===== src/rtl/core/pts_pkg.sv =====
// ----------------------------------------------------------------------------
// pts_pkg
// Shared types and constants of the priority tick scheduler: table size,
// field widths, operation codes and the payload structs of both channels.
// ----------------------------------------------------------------------------
`default_nettype none

package pts_pkg;

  // Table geometry and stored field widths.
  localparam int SLOTS         = 4;
  localparam int TIME_BITS     = 16;
  localparam int PRIO_BITS     = 8;
  localparam int SLOT_IDX_BITS = (SLOTS > 1) ? $clog2(SLOTS) : 1;

  // Operation codes of the opcode field.
  localparam logic [1:0] OP_LOAD = 2'd0;
  localparam logic [1:0] OP_TICK = 2'd1;
  localparam logic [1:0] OP_READ = 2'd2;

  // One input item.
  typedef struct packed {
    logic [1:0]  opcode;
    logic [1:0]  slot;
    logic [15:0] burst;
    logic [7:0]  prio;
  } pts_in_t;

  // One result item.
  typedef struct packed {
    logic [1:0]  chosen_slot;
    logic        idle;
    logic [15:0] remaining;
    logic [15:0] waited;
    logic        all_done;
  } pts_out_t;

  // One entry of the slot memory.
  typedef struct packed {
    logic [TIME_BITS-1:0] run;
    logic [PRIO_BITS-1:0] prio;
    logic [TIME_BITS-1:0] wcnt;
  } pts_entry_t;

endpackage : pts_pkg

`default_nettype wire


===== src/rtl/core/priority_tick_scheduler_core.sv =====
// ----------------------------------------------------------------------------
// priority_tick_scheduler_core
// Preemptive priority scheduler over a table of task slots held in one
// synchronous memory. Loads and reads touch one entry; a tick scans every
// entry once, charging a waiting tick to each ready slot, and then rewrites
// the winner with one tick less run time and its waiting count unchanged.
// ----------------------------------------------------------------------------
//
//   Channel | Direction | Handshake            | Payload
//   --------+-----------+----------------------+---------------------------
//   in_     | input     | in_valid / in_ready  | pts_in_t  (op, slot, ...)
//   out_    | output    | out_valid / out_ready| pts_out_t (one per item)
//
// A load passes S_OUT, a read S_RD and S_OUT, a tick S_SCAN, S_FIX and S_OUT;
// the scan is bounded by the single read port of the slot memory.
// One item is in work at a time; in_ready is high only between items.
// Reset clears per-entry valid and busy bits at once; no clearing pass.
// A stalled result holds in the output register and the block waits for it.
//
`default_nettype none

module priority_tick_scheduler_core (
  input  wire logic              clk,
  input  wire logic              rst_n,
  input  wire logic              in_valid,
  output logic                   in_ready,
  input  wire pts_pkg::pts_in_t  in_data,
  output logic                   out_valid,
  input  wire logic              out_ready,
  output pts_pkg::pts_out_t      out_data
);

  import pts_pkg::*;

  typedef enum logic [2:0] {
    S_IDLE,
    S_SCAN,
    S_FIX,
    S_RD,
    S_OUT
  } state_t;

  localparam logic [SLOT_IDX_BITS-1:0] LAST_IDX = SLOT_IDX_BITS'(SLOTS - 1);

  // Slot memory and its ports.
  pts_entry_t                mem [SLOTS];
  pts_entry_t                rd_data_r;
  logic                      rd_vld_r;
  logic                      rd_en;
  logic [SLOT_IDX_BITS-1:0]  rd_addr;
  logic                      wr_en;
  logic [SLOT_IDX_BITS-1:0]  wr_addr;
  pts_entry_t                wr_data;

  // Per-entry written and nonzero run time flags.
  logic [SLOTS-1:0]          vld_r;
  logic [SLOTS-1:0]          nz_r;

  // Control and working registers.
  state_t                    st_r, st_nxt;
  logic [1:0]                slot_r;
  logic                      ok_r;
  logic [SLOT_IDX_BITS-1:0]  iss_r;
  logic                      iss_done_r;
  logic                      rd_pend_r;
  logic [SLOT_IDX_BITS-1:0]  rd_idx_r;
  logic [SLOT_IDX_BITS-1:0]  best_idx_r;
  logic [PRIO_BITS-1:0]      best_prio_r;
  logic [TIME_BITS-1:0]      best_run_r;
  logic [TIME_BITS-1:0]      best_wcnt_r;
  pts_out_t                  res_r;
  logic                      out_valid_r;
  pts_out_t                  out_data_r;

  // Decoded input transfer.
  logic                      in_fire;
  logic                      in_ok;
  logic [SLOT_IDX_BITS-1:0]  in_idx;
  logic [TIME_BITS-1:0]      in_run;

  // Scan datapath.
  logic [TIME_BITS-1:0]      cur_run;
  logic [PRIO_BITS-1:0]      cur_prio;
  logic [TIME_BITS-1:0]      cur_wcnt;
  logic                      cur_rdy;
  logic                      cur_better;
  logic                      scan_last;
  logic                      found;

  assign in_ready  = (st_r == S_IDLE);
  assign in_fire   = in_valid && in_ready;
  assign in_ok     = (32'(in_data.slot) < SLOTS);
  assign in_idx    = SLOT_IDX_BITS'(in_data.slot);
  assign in_run    = TIME_BITS'(in_data.burst);
  assign out_valid = out_valid_r;
  assign out_data  = out_data_r;

  // Entries never written read as zero.
  assign cur_run    = rd_vld_r ? rd_data_r.run  : '0;
  assign cur_prio   = rd_vld_r ? rd_data_r.prio : '0;
  assign cur_wcnt   = rd_vld_r ? rd_data_r.wcnt : '0;
  assign cur_rdy    = rd_pend_r && (cur_run != '0) && (cur_prio != '0);
  assign cur_better = cur_rdy && (cur_prio > best_prio_r);
  assign scan_last  = rd_pend_r && (rd_idx_r == LAST_IDX);
  assign found      = (best_prio_r != '0);

  // Memory read port: one read per slot during a scan, one for a read item.
  always_comb begin
    rd_en   = 1'b0;
    rd_addr = in_idx;
    if (st_r == S_SCAN) begin
      rd_en   = !iss_done_r;
      rd_addr = iss_r;
    end else if (in_fire && in_data.opcode == OP_READ && in_ok) begin
      rd_en = 1'b1;
    end
  end

  // Memory write port: load, waiting-count charge, winner write-back.
  always_comb begin
    wr_en   = 1'b0;
    wr_addr = in_idx;
    wr_data = '{run: in_run, prio: PRIO_BITS'(in_data.prio), wcnt: '0};
    unique case (st_r)
      S_IDLE: begin
        wr_en = in_fire && (in_data.opcode == OP_LOAD) && in_ok;
      end
      S_SCAN: begin
        wr_en   = cur_rdy;
        wr_addr = rd_idx_r;
        wr_data = '{run: cur_run, prio: cur_prio,
                    wcnt: (cur_wcnt == '1) ? cur_wcnt : cur_wcnt + 1'b1};
      end
      S_FIX: begin
        wr_en   = found;
        wr_addr = best_idx_r;
        wr_data = '{run: best_run_r - 1'b1, prio: best_prio_r, wcnt: best_wcnt_r};
      end
      default: begin
        wr_en = 1'b0;
      end
    endcase
  end

  // Synchronous memory with registered read data.
  always_ff @(posedge clk) begin
    if (wr_en) begin
      mem[wr_addr] <= wr_data;
    end
  end

  always_ff @(posedge clk) begin
    if (rd_en) begin
      rd_data_r <= mem[rd_addr];
      rd_vld_r  <= vld_r[rd_addr];
    end
  end

  // Next state.
  always_comb begin
    st_nxt = st_r;
    unique case (st_r)
      S_IDLE: begin
        if (in_fire) begin
          unique case (in_data.opcode)
            OP_TICK: st_nxt = S_SCAN;
            OP_READ: st_nxt = S_RD;
            default: st_nxt = S_OUT;
          endcase
        end
      end
      S_SCAN: begin
        if (scan_last) begin
          st_nxt = S_FIX;
        end
      end
      S_FIX:   st_nxt = S_OUT;
      S_RD:    st_nxt = S_OUT;
      S_OUT: begin
        if (!out_valid_r || out_ready) begin
          st_nxt = S_IDLE;
        end
      end
      default: st_nxt = S_IDLE;
    endcase
  end

  // State, flags, scan registers and the output register.
  always_ff @(posedge clk) begin
    if (!rst_n) begin
      st_r        <= S_IDLE;
      vld_r       <= '0;
      nz_r        <= '0;
      rd_pend_r   <= 1'b0;
      iss_done_r  <= 1'b0;
      out_valid_r <= 1'b0;
    end else begin
      st_r <= st_nxt;

      if (wr_en) begin
        vld_r[wr_addr] <= 1'b1;
        nz_r[wr_addr]  <= (wr_data.run != '0);
      end

      // The output register fills when a result moves in and empties on its transfer.
      if (st_r == S_OUT && (!out_valid_r || out_ready)) begin
        out_valid_r <= 1'b1;
      end else if (out_ready) begin
        out_valid_r <= 1'b0;
      end

      // Scan read tracking.
      rd_pend_r <= (st_r == S_SCAN) && rd_en;
      if (st_r == S_SCAN && rd_en) begin
        rd_idx_r <= iss_r;
        iss_r    <= iss_r + 1'b1;
        if (iss_r == LAST_IDX) begin
          iss_done_r <= 1'b1;
        end
      end

      unique case (st_r)
        S_IDLE: begin
          if (in_fire) begin
            slot_r      <= in_data.slot;
            ok_r        <= in_ok;
            iss_r       <= '0;
            iss_done_r  <= 1'b0;
            best_prio_r <= '0;
            best_idx_r  <= '0;
            best_run_r  <= '0;
            best_wcnt_r <= '0;
            if (in_data.opcode == OP_LOAD) begin
              res_r <= '{chosen_slot: in_data.slot, idle: 1'b0,
                         remaining: in_ok ? 16'(in_run) : 16'd0,
                         waited: 16'd0, all_done: 1'b0};
            end else begin
              res_r <= '0;
            end
          end
        end
        S_SCAN: begin
          // Strictly greater keeps the lowest index on a tie.
          if (cur_better) begin
            best_prio_r <= cur_prio;
            best_idx_r  <= rd_idx_r;
            best_run_r  <= cur_run;
            best_wcnt_r <= cur_wcnt;
          end
        end
        S_FIX: begin
          if (found) begin
            res_r <= '{chosen_slot: 2'(best_idx_r), idle: 1'b0,
                       remaining: 16'(best_run_r - 1'b1),
                       waited: 16'(best_wcnt_r), all_done: 1'b0};
          end else begin
            res_r <= '{chosen_slot: 2'd0, idle: 1'b1, remaining: 16'd0,
                       waited: 16'd0, all_done: 1'b0};
          end
        end
        S_RD: begin
          res_r <= '{chosen_slot: slot_r, idle: 1'b0,
                     remaining: ok_r ? 16'(cur_run) : 16'd0,
                     waited: ok_r ? 16'(cur_wcnt) : 16'd0, all_done: 1'b0};
        end
        S_OUT: begin
          if (!out_valid_r || out_ready) begin
            out_data_r <= '{chosen_slot: res_r.chosen_slot, idle: res_r.idle,
                            remaining: res_r.remaining, waited: res_r.waited,
                            all_done: ~|nz_r};
          end
        end
        default: begin
        end
      endcase
    end
  end

`ifndef SYNTH
  // A loaded slot's busy flag follows the loaded run time.
  a_load_busy: assert property (@(posedge clk) disable iff (!rst_n)
    in_fire && in_data.opcode == OP_LOAD && in_ok
    |=> nz_r[$past(in_idx)] == ($past(in_run) != '0))
    else $error("busy flag does not match loaded run time");

  // The scan never reads the entry it is writing back.
  a_no_rw_clash: assert property (@(posedge clk) disable iff (!rst_n)
    rd_en && wr_en |-> rd_addr != wr_addr)
    else $error("slot memory read and write hit the same entry");

  // A winning slot always has run time left to take.
  a_winner_runs: assert property (@(posedge clk) disable iff (!rst_n)
    st_r == S_FIX && found |-> best_run_r != '0)
    else $error("tick winner has no run time left");
`endif

endmodule : priority_tick_scheduler_core

`default_nettype wire


===== config.mk =====
export PLATFORM = sky130hd
export DESIGN_NAME = priority_tick_scheduler_core
export DESIGN_NICKNAME = d
export VERILOG_FILES = /design/src/rtl/core/pts_pkg.sv /design/src/rtl/core/priority_tick_scheduler_core.sv
export SDC_FILE = /design/constraint.sdc
export NUM_CORES = 1
export LEC_CHECK = 0
export BUFFER_PORTS_ARGS = -buffer_cell sky130_fd_sc_hd__clkbuf_2
export CAP_MARGIN = 20
export CORE_UTILIZATION = 40
export CTS_CLUSTER_DIAMETER = 80
export DETAILED_ROUTE_END_ITERATION = 6
export GPL_TIMING_DRIVEN = 0
export PLACE_DENSITY = 0.62
export SKIP_LAST_GASP = 1
export SYNTH_ARGS = -nofsm -noshare
export SYNTH_HDL_FRONTEND = slang
export SYNTH_SLANG_ARGS = --single-unit

===== constraint.sdc =====
create_clock -name clk -period 7.3 [get_ports clk]
set_clock_uncertainty 0.1 [all_clocks]
set_input_delay 1.46 -clock clk [delete_from_list [all_inputs] [get_ports clk]]
set_output_delay 1.46 -clock clk [all_outputs]
set_load 0.03 [all_outputs]

==> Yosys cells after proc, flatten, opt, wreduce, memory -nomap -nowiden <==
Memories as Yosys holds them, arrays and structs flattened. A register that Yosys moved wholly into a read port is not among the register bits.
Cells that the tools add are included.
{ "word_totals": {"latchBits": 0, "wordCells": 122, "ff_bits": 134, "mem_bits_ro": 0, "mem_bits_rw": 160, "n_memories": 1} }
{ "mem_list": {"columns": ["name", "words", "width", "rd", "rd_clocked_by_memory_dff", "wr", "line_no", "rtl"], "rows": [
  ["mem", 4, 40, 1, 1, 1, "priority_tick_scheduler_core.sv:46", "pts_entry_t mem [SLOTS];"]
]} }
{ "classes": {"bitwise_logic": 1, "n_lt_le_gt_ge": 4, "div_mod_pow": 0, "n_reduce_logical": 31, "n_eq_ne": 13, "shifts": 0, "muxes": 46, "multipliers": 0, "addsub": 3} }
{ "ops": {"columns": ["cell", "n"], "rows": [
  ["two-way mux 36 bit", 3],
  ["one-hot mux 36 bit (3 select lines)", 1],
  ["two-way mux 16 bit", 6],
  ["one-hot mux 40 bit (2 select lines)", 1],
  ["one-hot mux 16 bit (2 select lines)", 2],
  ["nonzero test 16 bit", 2],
  ["two-way mux 8 bit", 3],
  ["adder 16 x 1 -> 16 bit (second input constant)", 1],
  ["equality test 16 bit (second input constant)", 1],
  ["one-hot mux 8 bit (2 select lines)", 1],
  ["nonzero test 8 bit", 2],
  ["subtractor 16 x 1 -> 16 bit (second input constant)", 1],
  ["two-way mux 1 bit", 12],
  ["two-way mux 2 bit", 6],
  ["one-hot mux 3 bit (4 select lines)", 1],
  ["AND reduction 3 bit", 4],
  ["logical AND 1 bit", 10],
  ["two-way mux 3 bit", 3],
  ["greater-than comparator 8 bit", 1],
  ["one-hot mux 2 bit (2 select lines)", 2],
  ["equality test 2 bit (second input constant)", 3],
  ["equality test 3 x 2 -> 1 bit (second input constant)", 2],
  ["less-than comparator 2 x 3 -> 1 bit (second input constant)", 2],
  ["one-hot mux 3 bit (2 select lines)", 1],
  ["22 further kinds", 27]
]} }

==> Logic depth before layout (Yosys ltp) <==
Gate-level depths: netlist of run 1.
{ "logic_depth": {"ltp_word": 9, "mapped_depth": 12, "ltp_nobuf": 9} }

==> Least setup slack after synthesis of run 1 <==
OpenSTA, ideal clock, no wires.
{ "synth_timing": {"path_type": "input -> register", "from": "input port rst_n", "to": "register out_data_r (netlist bit out_data[0]) (enable)", "arrival_ps": 4227, "n_path_buf": 1, "slack_ps": 2499, "t_required_ps": 6726, "cell_stages": 3, "path_cell_list": "inv_1 -> clkbuf_1 -> nor3_1"} }
{ "synth_via": {"elab_chain_len": 1} }
{ "synth_rtl": {"columns": ["element", "line_no", "rtl"], "rows": [
  ["start, declared", "priority_tick_scheduler_core.sv:24", "input wire logic rst_n,"],
  ["AND reduction 3 bit (no source line)", null, null],
  ["end signal, assigned", "priority_tick_scheduler_core.sv:268", "out_data_r <= '{chosen_slot: res_r.chosen_slot, idle: res_r.idle,"],
  ["end, declared", "priority_tick_scheduler_core.sv:73", "pts_out_t out_data_r;"]
]} }
Every way passes these cells.
A chain may end at the register's enable or synchronous reset.

==> Worst setup path in the final report of run 1 <==
{ "layout_timing": {"from": "register rd_vld_r", "to": "register best_prio_r[3] (enable)"} }
{ "layout_lines": {"columns": ["element", "line_no", "rtl"], "rows": [
  ["start, declared", "priority_tick_scheduler_core.sv:48", "logic rd_vld_r;"],
  ["start signal, assigned", "priority_tick_scheduler_core.sv:155", "rd_vld_r <= vld_r[rd_addr];"],
  ["two-way mux 8 bit (*)", "priority_tick_scheduler_core.sv:100", "assign cur_prio = rd_vld_r ? rd_data_r.prio : '0;"],
  ["via cur_prio[1]", "priority_tick_scheduler_core.sv:83", "logic [PRIO_BITS-1:0] cur_prio;"],
  ["branches (longest 2 deep; another with greater-than comparator 8 bit)", null, null],
  ["logical AND 1 bit (*)", "priority_tick_scheduler_core.sv:103", "assign cur_better = cur_rdy && (cur_prio > best_prio_r);"],
  ["inequality test 2 bit (no source line) (*)", null, null],
  ["AND reduction 4 bit (no source line) (*)", null, null],
  ["end signal, assigned", "priority_tick_scheduler_core.sv:245", "best_prio_r <= cur_prio;"],
  ["end, declared", "priority_tick_scheduler_core.sv:68", "logic [PRIO_BITS-1:0] best_prio_r;"]
]} }
Mark *: on every way through the listed nets, which the timed path passes.

==> results of run 1 <==
[worst reg2reg max path, cell delays in order, from the launching register on]
cell,delay [ns]
edfxtp_1,0.49
clkbuf_1,0.52
clkbuf_1,0.52
clkbuf_1,0.47
and2_1,0.21
ha_1,0.14
nor2b_1,0.14
o21a_1,0.11
o21ai_0,0.06
nand2b_1,0.07
a21oi_1,0.06
o21ai_0,0.34
a31o_2,0.59
buf_12,0.28
[cells by family after synthesis]
logic type | Yosys count
buffers and inverters | 78
XOR/XNOR | 26
adder cells (fa/ha/maj) | 14
multiplexers | 5
AND/OR/NAND/NOR | 348
flip-flops | 334
AO/OA/AOI/OAI | 229
[power breakdown]
group	internal (uW)	switching, uW
logic	159	362
registers	2260	55.7
clock network	1030	713
[stage by stage]
step                 util  std cells  power (uW)
floorplan               -       1034        2660
global placement    0.433       1558        2850
detailed placement  0.440       1570        2880
CTS                 0.473       1632        4610
global route        0.473       1632        4750
finish              0.473       1633        4580
[sequential cells by signal, indices dropped and copies added (netlist names)]
signal	count
iss_done_r	1
best_idx_r	2
rd_data_r	40
nz_r	4
slot_r	2
out_valid	1
res_r	35
best_wcnt_r	16
rd_pend_r	1
best_prio_r	8
out_data	36
best_run_r	16
rd_idx_r	2
rd_vld_r	1
mem	160
vld_r	4
st_r	3
iss_r	2
[placed cells by master, fill, tap and decap left out, types with 12 or more instances in the layout]
| cell type | netlist | layout |
|---|---|---|
| edfxtp_1 | 320 | 320 |
| nand2_1 | 142 | 142 |
| and2_1 | 81 | 81 |
| clkbuf_2 | 0 | 69 |
| o21ai_0 | 55 | 55 |
| clkbuf_1 | 42 | 48 |
| a31oi_1 | 46 | 46 |
| a211oi_1 | 43 | 43 |
| nor2_1 | 39 | 37 |
| clkbuf_16 | 0 | 36 |
| inv_1 | 22 | 22 |
| a22oi_1 | 17 | 17 |
| a21oi_1 | 15 | 15 |
| xor2_1 | 14 | 14 |
| ha_1 | 14 | 14 |
| dfxtp_1 | 14 | 14 |
| nand3_1 | 12 | 12 |
| xnor2_1 | 12 | 12 |
[per-layer routing]
layer / share of wire / track usage / up-vias
met4: 0.031 / 0.0679 / 0
met3: 0.074 / 0.0315 / 65
met2: 0.44 / 0.287 / 357
li1: - / - / 4170
met1: 0.45 / 0.283 / 4389
met5: 0 / 0 / -
[final cells by class]
class / instances / area [sq um]
multi-input combinational: 622 / 3820
clock buffer: 44 / 951
antenna: 1 / 2.50
timing repair buffer: 81 / 564
sequential: 334 / 9890
clock inverter: 18 / 179
fill: 3033 / 18200
tap: 455 / 569
buffer: 56 / 249
inverter: 22 / 82.6
[final timing paths]
kind	start	end	slack [ns]	cells past startpoint
setup reg to reg	rd_vld_r	best_prio_r[3]	2.87	13
hold reg to reg	res_r[6]	out_data[6]	0.32	0
hold / removal	res_r[6]	out_data[6]	0.32	0
setup / recovery	rd_vld_r	best_prio_r[3]	2.87	13
==> key figures, run 1 <==
Outcome
  – Status: completed

Global route
  – First-pass GRT wire length: 52.0 mm
  – Initial antenna violation count: 1
  – Number of global-route vias before repair: 8,709
  – GRT Overall Usage: 0.192
  – Largest net degree at the start of global routing: 27
  – Gr ovfl total: 0

Critical path
  – Worst Setup Path Type: flop to flop
  – Crit. End Element: flop
  – Startpoint type of the worst setup path: flop
  – CP Cell Sequence: clkbuf_1 > clkbuf_1 > clkbuf_1 > and2_1 > ha_1 > nor2b_1 > o21a_1 > o21ai_0 > nand2b_1 > a21oi_1 > o21ai_0 > a31o_2 > buf_12
  – Critical-path top delay cell: a31o_2
  – CP bufs+invs: 4
  – Max FO, Critical Path: 26
  – Crit path DAT: 4.53 ns
  – Crit path top cell by count: clkbuf_1
  – Largest stage delay on the critical path: 0.59 ns
  – Family with the most delay on the worst path: buffers and inverters
  – Worst endpoint required time: 7.40 ns

Floorplanning
  – Die Height: 189 um
  – I/O pin total: 70
  – Initial core utilization: 0.406
  – Die area: 35,800 sq um
  – Core Region: 34,500 sq um
  – # rows: 68
  – Die W: 189 um

Logic synthesis
  – Fraction of registers with async set/reset: 0
  – Post-synthesis cell count: 1,034
  – Count leader, synth: edfxtp_1
  – Post-synth top cells: 320 x edfxtp_1, 142 x nand2_1, 81 x and2_1, 55 x o21ai_0, 46 x a31oi_1
  – Post-Synth Adder-Cell Area: 0.0125
  – Share of the synthesized area in the top cell type: 0.686
  – Area contributors post-synth: edfxtp_1 69%, nand2_1 3.8%, and2_1 3.6%, a211oi_1 2.3%, a31oi_1 2.1%
  – Mux cell area share after synthesis: 0.00366
  – Syn Area/Cell: 13.5 sq um
  – Library cells used by synthesis: 62
  – Post-synth top area cell: edfxtp_1
  – FF+latch count, synth: 334
  – Largest family of logic cells by synthesized area: simple AND/OR/NAND/NOR gates
  – Yosys warnings: 0
  – Most common flop cell mapped by yosys: edfxtp_1
  – Synth Area in Compound Gates: 0.110
  – Seq/Total Area, Yosys: 0.706
  – Syn_nets: 1,080
  – Synthesized cell area: 14,000 sq um
  – Synth Area in Simple Gates: 0.128
  – Number of synthesized flops with an enable pin: 320
  – Synth Area in XOR/XNOR: 0.0163

Clock network
  – CTS H-Tree Depth: 2
  – Clock latency on the worst-skew pair: 0.53 ns
  – Postcts setup bufs: 0
  – # hold bufs at CTS: 0
  – Number of gates resized after CTS: 0
  – Clk slew on worst S/H paths: 0.06 ns
  – CTS buffer count: 35
  – Clk buf depth: 3
  – CTS Sinks: 334
  – CTS root buffer: clkbuf_16
  – TritonCTS clock tree: done

STA
  – # setup viols final: 0
  – RSZ-0062 raised after global routing: no
  – Final TNS setup: 0 ns
  – Final WS setup: 2.87 ns
  – Period minus WS final: 4.43 ns
  – Max_slew headroom: 0.214
  – Fmax: 226 MHz
  – Final hold slack: 0.316 ns
  – Count of pins over their slew limit: 0
  – Worst-margin pin slew: 1.17 ns
  – Fin. Hold Viols: 0
  – Final period utilization: 0.607

Pwr
  – Pleak: 0.00557 uW
  – Pwr per Cell Area: 281 nW/um^2
  – Peak VDD IR: 0.150 mV

Cells and area
  – Syn-to-layout area delta: 16.4%
  – Nets: 1,198
  – Cell area after layout: 16,300 sq um
  – Layout cells sized above 1: 0.138

Routing
  – TritonRoute pass-1 iters: 7
  – DRT iter0 DRCs: 955
  – WL/cell: 20.9 um
  – DRC Markers: 0
  – Vias per inst: 5.50
  – ANT nets after route: 0
  – WL final: 34.2 mm
  – Vias: 8,981

Placed design
  – Placer Congestion: 0.911
  – Post-DP Area: 15,200 sq um
  – PortBufs: 69
  – Post-DP HPWL: 23.9 mm
  – Setup WS pre-CTS: 2.88 ns

Hold path
  – Hold Path Class: flop to flop

Flow run
  – Max Cap Viol: 0
Power figures use the tool's default switching activity.
==> inputs of run 2 (changes only) <==
==> constraint.sdc (replaced) <==
create_clock -name clk -period 4.44 [get_ports clk]
set_clock_uncertainty 0.1 [all_clocks]
set_input_delay 0.888 -clock clk [delete_from_list [all_inputs] [get_ports clk]]
set_output_delay 0.888 -clock clk [all_outputs]
set_load 0.03 [all_outputs]
==> run 2 against run 1 <==
Die area did not move; fmax up 7.2%; critical path depth did not move; non-clock buffer count stayed put; count of clock-buffer cells in the layout unchanged; core utilization about the same; global-route usage did not move; design area barely moved; clock power is 65% higher.
==> key figures, run 2 (same netlist as run 1, synthesis figures left out) <==
Cells and area
  – Max FFs per register: 160
  – Non-filler cells, final: 1,633
  – Most common cell after layout, fill and taps aside: edfxtp_1
  – Nets: 1,198
  – Fillers: 3,032
  – Area of the multi-input gates: 3820 sq um
  – Most flops, register: mem
  – Layout cells sized above 1: 0.138
  – Syn-to-layout area delta: 16.5%
  – Most frequent cells in the layout: 320 x edfxtp_1, 142 x nand2_1, 81 x and2_1
  – Storage element area: 9890 sq um

Critical path
  – Critical Path Source: rd_vld_r
  – Register-to-register setup slack: 0.30 ns
  – Worst Setup Path Type: flop to flop
  – CP Cell Sequence: clkbuf_2 > clkbuf_1 > clkbuf_1 > and2_1 > ha_1 > nor2b_1 > o21a_1 > o21ai_0 > nand2b_1 > a21oi_1 > o21ai_0 > a31o_4 > buf_12
  – Crit path DAT: 4.24 ns
  – Crit. End Element: flop
  – RR Startpoint: rd_vld_r
  – Critical-path top delay cell: edfxtp_1
  – Startpoint type of the worst setup path: flop
  – Max FO, Critical Path: 26
  – Largest stage delay on the critical path: 0.50 ns
  – Worst endpoint required time: 4.54 ns

STA
  – Final period utilization: 0.932
  – RSZ-0062 raised after global routing: no
  – Max_slew headroom: 0.222
  – Fmax: 242 MHz
  – Period minus WS final: 4.14 ns
  – Worst-margin pin slew: 1.16 ns
  – Fin. Hold Viols: 0
  – Count of pins over their slew limit: 0
  – Final hold slack: 0.316 ns
  – # setup viols final: 0

Floorplanning
  – Die Height: 189 um
  – Core Region: 34,500 sq um
  – Die area: 35,800 sq um
  – I/O pin total: 70
  – # rows: 68
  – Die W: 189 um
  – Initial core utilization: 0.406

Global route
  – First-pass GRT wire length: 52.0 mm
  – GRT Overall Usage: 0.192
  – Largest net degree at the start of global routing: 27
  – Gr ovfl total: 0
  – Initial antenna violation count: 1
  – Number of global-route vias before repair: 8,709

Routing
  – ANT nets after route: 0
  – DRC Markers: 0
  – DRT iter0 DRCs: 900
  – WL/cell: 21.0 um
  – Vias: 8,956
  – Vias per inst: 5.48
  – TritonRoute pass-1 iters: 5
  – WL final: 34.3 mm

Clock network
  – Clock latency on the worst-skew pair: 0.53 ns
  – CTS buffer count: 35
  – CTS H-Tree Depth: 2
  – Postcts setup bufs: 0
  – CTS root buffer: clkbuf_16
  – CTS Sinks: 334
  – Clk slew on worst S/H paths: 0.06 ns
  – Clk buf depth: 3
  – # hold bufs at CTS: 0
  – TritonCTS clock tree: done

Outcome
  – Status: completed

Pwr
  – Pleak: 0.00558 uW
  – Pwr per Cell Area: 462 nW/um^2
  – Peak VDD IR: 0.247 mV

Placed design
  – Placer Congestion: 0.911
  – Dpl cells: 1,570
  – Post-DP HPWL: 23.9 mm
  – PortBufs: 69

Hold path
  – Hold path start: res_r[6]
  – Hold Path Class: flop to flop

Flow run
  – Max Cap Viol: 0
[run 2: per-stage QoR]
stage | cell area (sq um) | setup TNS, ns | util | worst slack (ns) | power, uW
finish | 16300 | 0 | 0.473 | 0.303 | 7540
global route | 16300 | 0 | 0.473 | 0.138 | 7810
CTS | 16300 | 0 | 0.473 | 0.000575 | 7580
detailed placement | 15200 | 0 | 0.440 | 0.0199 | 4730
global placement | 14900 | -241.96 | 0.433 | -1.39 | 4680
floorplan | 14000 | 0 | - | 0.211 | 4370
[run 2: critical path: cells and delay by family, from the launching register on]
family          cells  cell delay [ns]
buf+inv             4             1.58
compound gates      5             1.05
flops               1             0.50
simple gates        3             0.42
fa+ha+maj           1             0.14
[run 2: area by class of cell]
type,count,share of cell area
plain buffers,56,0.0153
flip-flops and latches,334,0.606
diodes,1,0.000153
repair buffers,81,0.0346
well taps,455,0.0349
multi-input cells,622,0.234
clock inverters,18,0.0110
clock buffers,44,0.0583
inverters,22,0.00506
[run 2: repair_timing]
action / CTS / global route
setup endpoints to repair: 0 / 26
hold endpoints to repair: 0 / 0
resized for setup: 0 / 3
[run 2: power breakdown]
group | total, uW | internal, uW | switching (uW)
sequential | 3810 | 3720 | 91.4
clock | 2870 | 1700 | 1170
combinational | 859 | 262 | 597
[run 2: routing by layer]
metal | vias up | track usage | wire length [um]
met5 | - | 0 | 0
met4 | 0 | 0.0679 | 1040
met3 | 61 | 0.0315 | 2570
met2 | 341 | 0.287 | 15300
met1 | 4388 | 0.283 | 15400
li1 | 4166 | - | -
[run 2: final timing paths]
check | to | cells after the start
worst min register to register | out_data[6] | 0
worst max register to register | best_prio_r[3] | 13
worst max-delay path | best_prio_r[3] | 13
worst min-delay path | out_data[6] | 0
==> inputs of run 3 (changes only) <==
--- a/config.mk
+++ b/config.mk
@@ -11,7 +11,7 @@
 export CTS_CLUSTER_DIAMETER = 80
 export DETAILED_ROUTE_END_ITERATION = 6
 export GPL_TIMING_DRIVEN = 0
-export PLACE_DENSITY = 0.62
+export PLACE_DENSITY = 0.64
 export SKIP_LAST_GASP = 1
 export SYNTH_ARGS = -nofsm -noshare
 export SYNTH_HDL_FRONTEND = slang
==> constraint.sdc (replaced) <==
create_clock -name clk -period 3.8 [get_ports clk]
set_clock_uncertainty 0.1 [all_clocks]
set_input_delay 0.76 -clock clk [delete_from_list [all_inputs] [get_ports clk]]
set_output_delay 0.76 -clock clk [all_outputs]
set_load 0.03 [all_outputs]
==> run 3 against run 2 <==
Sequential share of layout area is 0.30 points higher; critical path depth stayed put; largest power group unchanged; combinational power increased by 16%.
==> key figures, run 3 (same netlist as run 1, synthesis figures left out) <==
Clock network
  – Postcts setup bufs: 0
  – CTS root buffer: clkbuf_16
  – Clk buf depth: 3
  – CTS buffer count: 34
  – TritonCTS clock tree: done
  – CTS H-Tree Depth: 2
  – Clock latency on the worst-skew pair: 0.52 ns
  – Clk slew on worst S/H paths: 0.06 ns
  – CTS Sinks: 334

Routing
  – Vias: 8,983
  – TritonRoute pass-1 iters: 5
  – Vias per inst: 5.51
  – ANT nets after route: 0
  – DRC Markers: 0
  – DRT iter0 DRCs: 1,051
  – WL final: 33.8 mm
  – WL/cell: 20.8 um

Floorplanning
  – Die Height: 189 um
  – Die W: 189 um
  – Die area: 35,800 sq um
  – Core Region: 34,500 sq um
  – I/O pin total: 70
  – # rows: 68
  – Initial core utilization: 0.406

STA
  – RSZ-0062 raised after global routing: no
  – Final period utilization: 0.962
  – Fin. Hold Viols: 0
  – Max_slew headroom: 0.330
  – Final TNS setup: 0 ns
  – Count of pins over their slew limit: 0
  – Worst-margin pin slew: 0.978 ns
  – Period minus WS final: 3.66 ns
  – Final WS setup: 0.144 ns
  – # setup viols final: 0
  – Fmax: 274 MHz

Global route
  – Initial antenna violation count: 0
  – Largest net degree at the start of global routing: 34
  – GR Util met3: 0.0321
  – M1 GR Usage: 0.272
  – Gr ovfl total: 0
  – Number of global-route vias before repair: 8,462
  – GR peak layer: met2
  – First-pass GRT wire length: 51.1 mm
  – GRT Overall Usage: 0.189
  – M2 GR Usage: 0.293

Critical path
  – Max FO, Critical Path: 33
  – Startpoint type of the worst setup path: flop
  – R2r worst-path depth: 13
  – Crit. End Element: flop
  – Crit path DAT: 3.76 ns
  – Worst endpoint required time: 3.90 ns
  – Worst Setup Path Type: flop to flop

Flow run
  – Max Cap Viol: 0

Pwr
  – Peak VDD IR: 0.295 mV
  – Pwr per Cell Area: 531 nW/um^2
  – Sw Ratio: 0.252
  – Pleak: 0.00553 uW
  – Sequential Power Share: 0.516
  – Switching power: 2170 uW
  – Clock share of power: 0.367
  – Logic pwr share: 0.117
  – Power Internal: 6440 uW

Outcome
  – Status: completed

Cells and area
  – Most common cell after layout, fill and taps aside: edfxtp_1
  – Max FFs per register: 160
  – Inserted Diodes: 0
  – Most flops, register: mem
  – Layout cells sized above 1: 0.135
  – Nets: 1,195
  – Syn-to-layout area delta: 15.9%
  – Most frequent cells in the layout: 320 x edfxtp_1, 142 x nand2_1, 81 x and2_1

Placed design
  – Post-DP HPWL: 23.8 mm
  – Setup WS pre-CTS: -0.382 ns
  – PortBufs: 69
  – Placer Congestion: 0.926

Hold path
  – Hold path cells: 0
  – Hold Path Class: flop to flop
## run 3: routing by layer
metal / vias to the layer above / wire [um]
li1: 4166 / -
met1: 4403 / 15100
met2: 351 / 15200
met3: 63 / 2520
met4: 0 / 952
met5: - / 0
## run 3: layout make-up
type / instances / area [sq um]
clock buffers: 40 / 873
flip-flops and latches: 334 / 9890
repair buffers: 79 / 554
multi-input cells: 622 / 3840
fillers: 3041 / 18200
plain buffers: 56 / 253
inverters: 22 / 82.6
clock inverters: 21 / 170
well taps: 455 / 569
## run 3: final timing paths
| check | slack (ns) | end | startpoint |
|---|---|---|---|
| worst max-delay path | 0.14 | best_wcnt_r[3] | rd_vld_r |
| worst min-delay path | 0.32 | out_data[4] | res_r[4] |
| worst max register to register | 0.14 | best_wcnt_r[3] | rd_vld_r |
| worst min register to register | 0.32 | out_data[4] | res_r[4] |
## run 3: power groups by stage
stage	logic (uW)	clock network, uW	registers (uW)
CTS	996	3220	4450
floorplan	587	0	4520
finish	1000	3160	4450
detailed placement	990	0	4520
global placement	926	0	4530
global route	1090	3360	4460
## run 3: repair_timing
action	CTS	global route
hold buffers	0	0
cloned	0	0
pin swaps	0	1
resized for setup	3	8
setup endpoints to repair	74	57
## run 3: through the flow
step                      power (uW)  hold slack (ns)  cells  area, sq um   util
final                           8620            0.317   1629        16200  0.471
after global routing            8920            0.323   1629        16200  0.471
after CTS                       8660            0.318   1629        16200  0.471
after detailed placement        5510            0.305   1568        15200  0.440
after global placement          5460            0.301   1558        14900  0.433
after floorplan                 5100            0.300   1034        14000      -
## run 3: critical path: stages (launching register included)
cell,delay [ns]
edfxtp_1,0.51
clkbuf_2,0.29
clkbuf_2,0.29
clkbuf_2,0.28
and2_1,0.20
ha_1,0.30
nor2b_1,0.13
o21a_1,0.11
o21ai_0,0.06
nand2b_1,0.07
a21oi_1,0.06
o21ai_0,0.31
a31o_4,0.35
buf_12,0.26
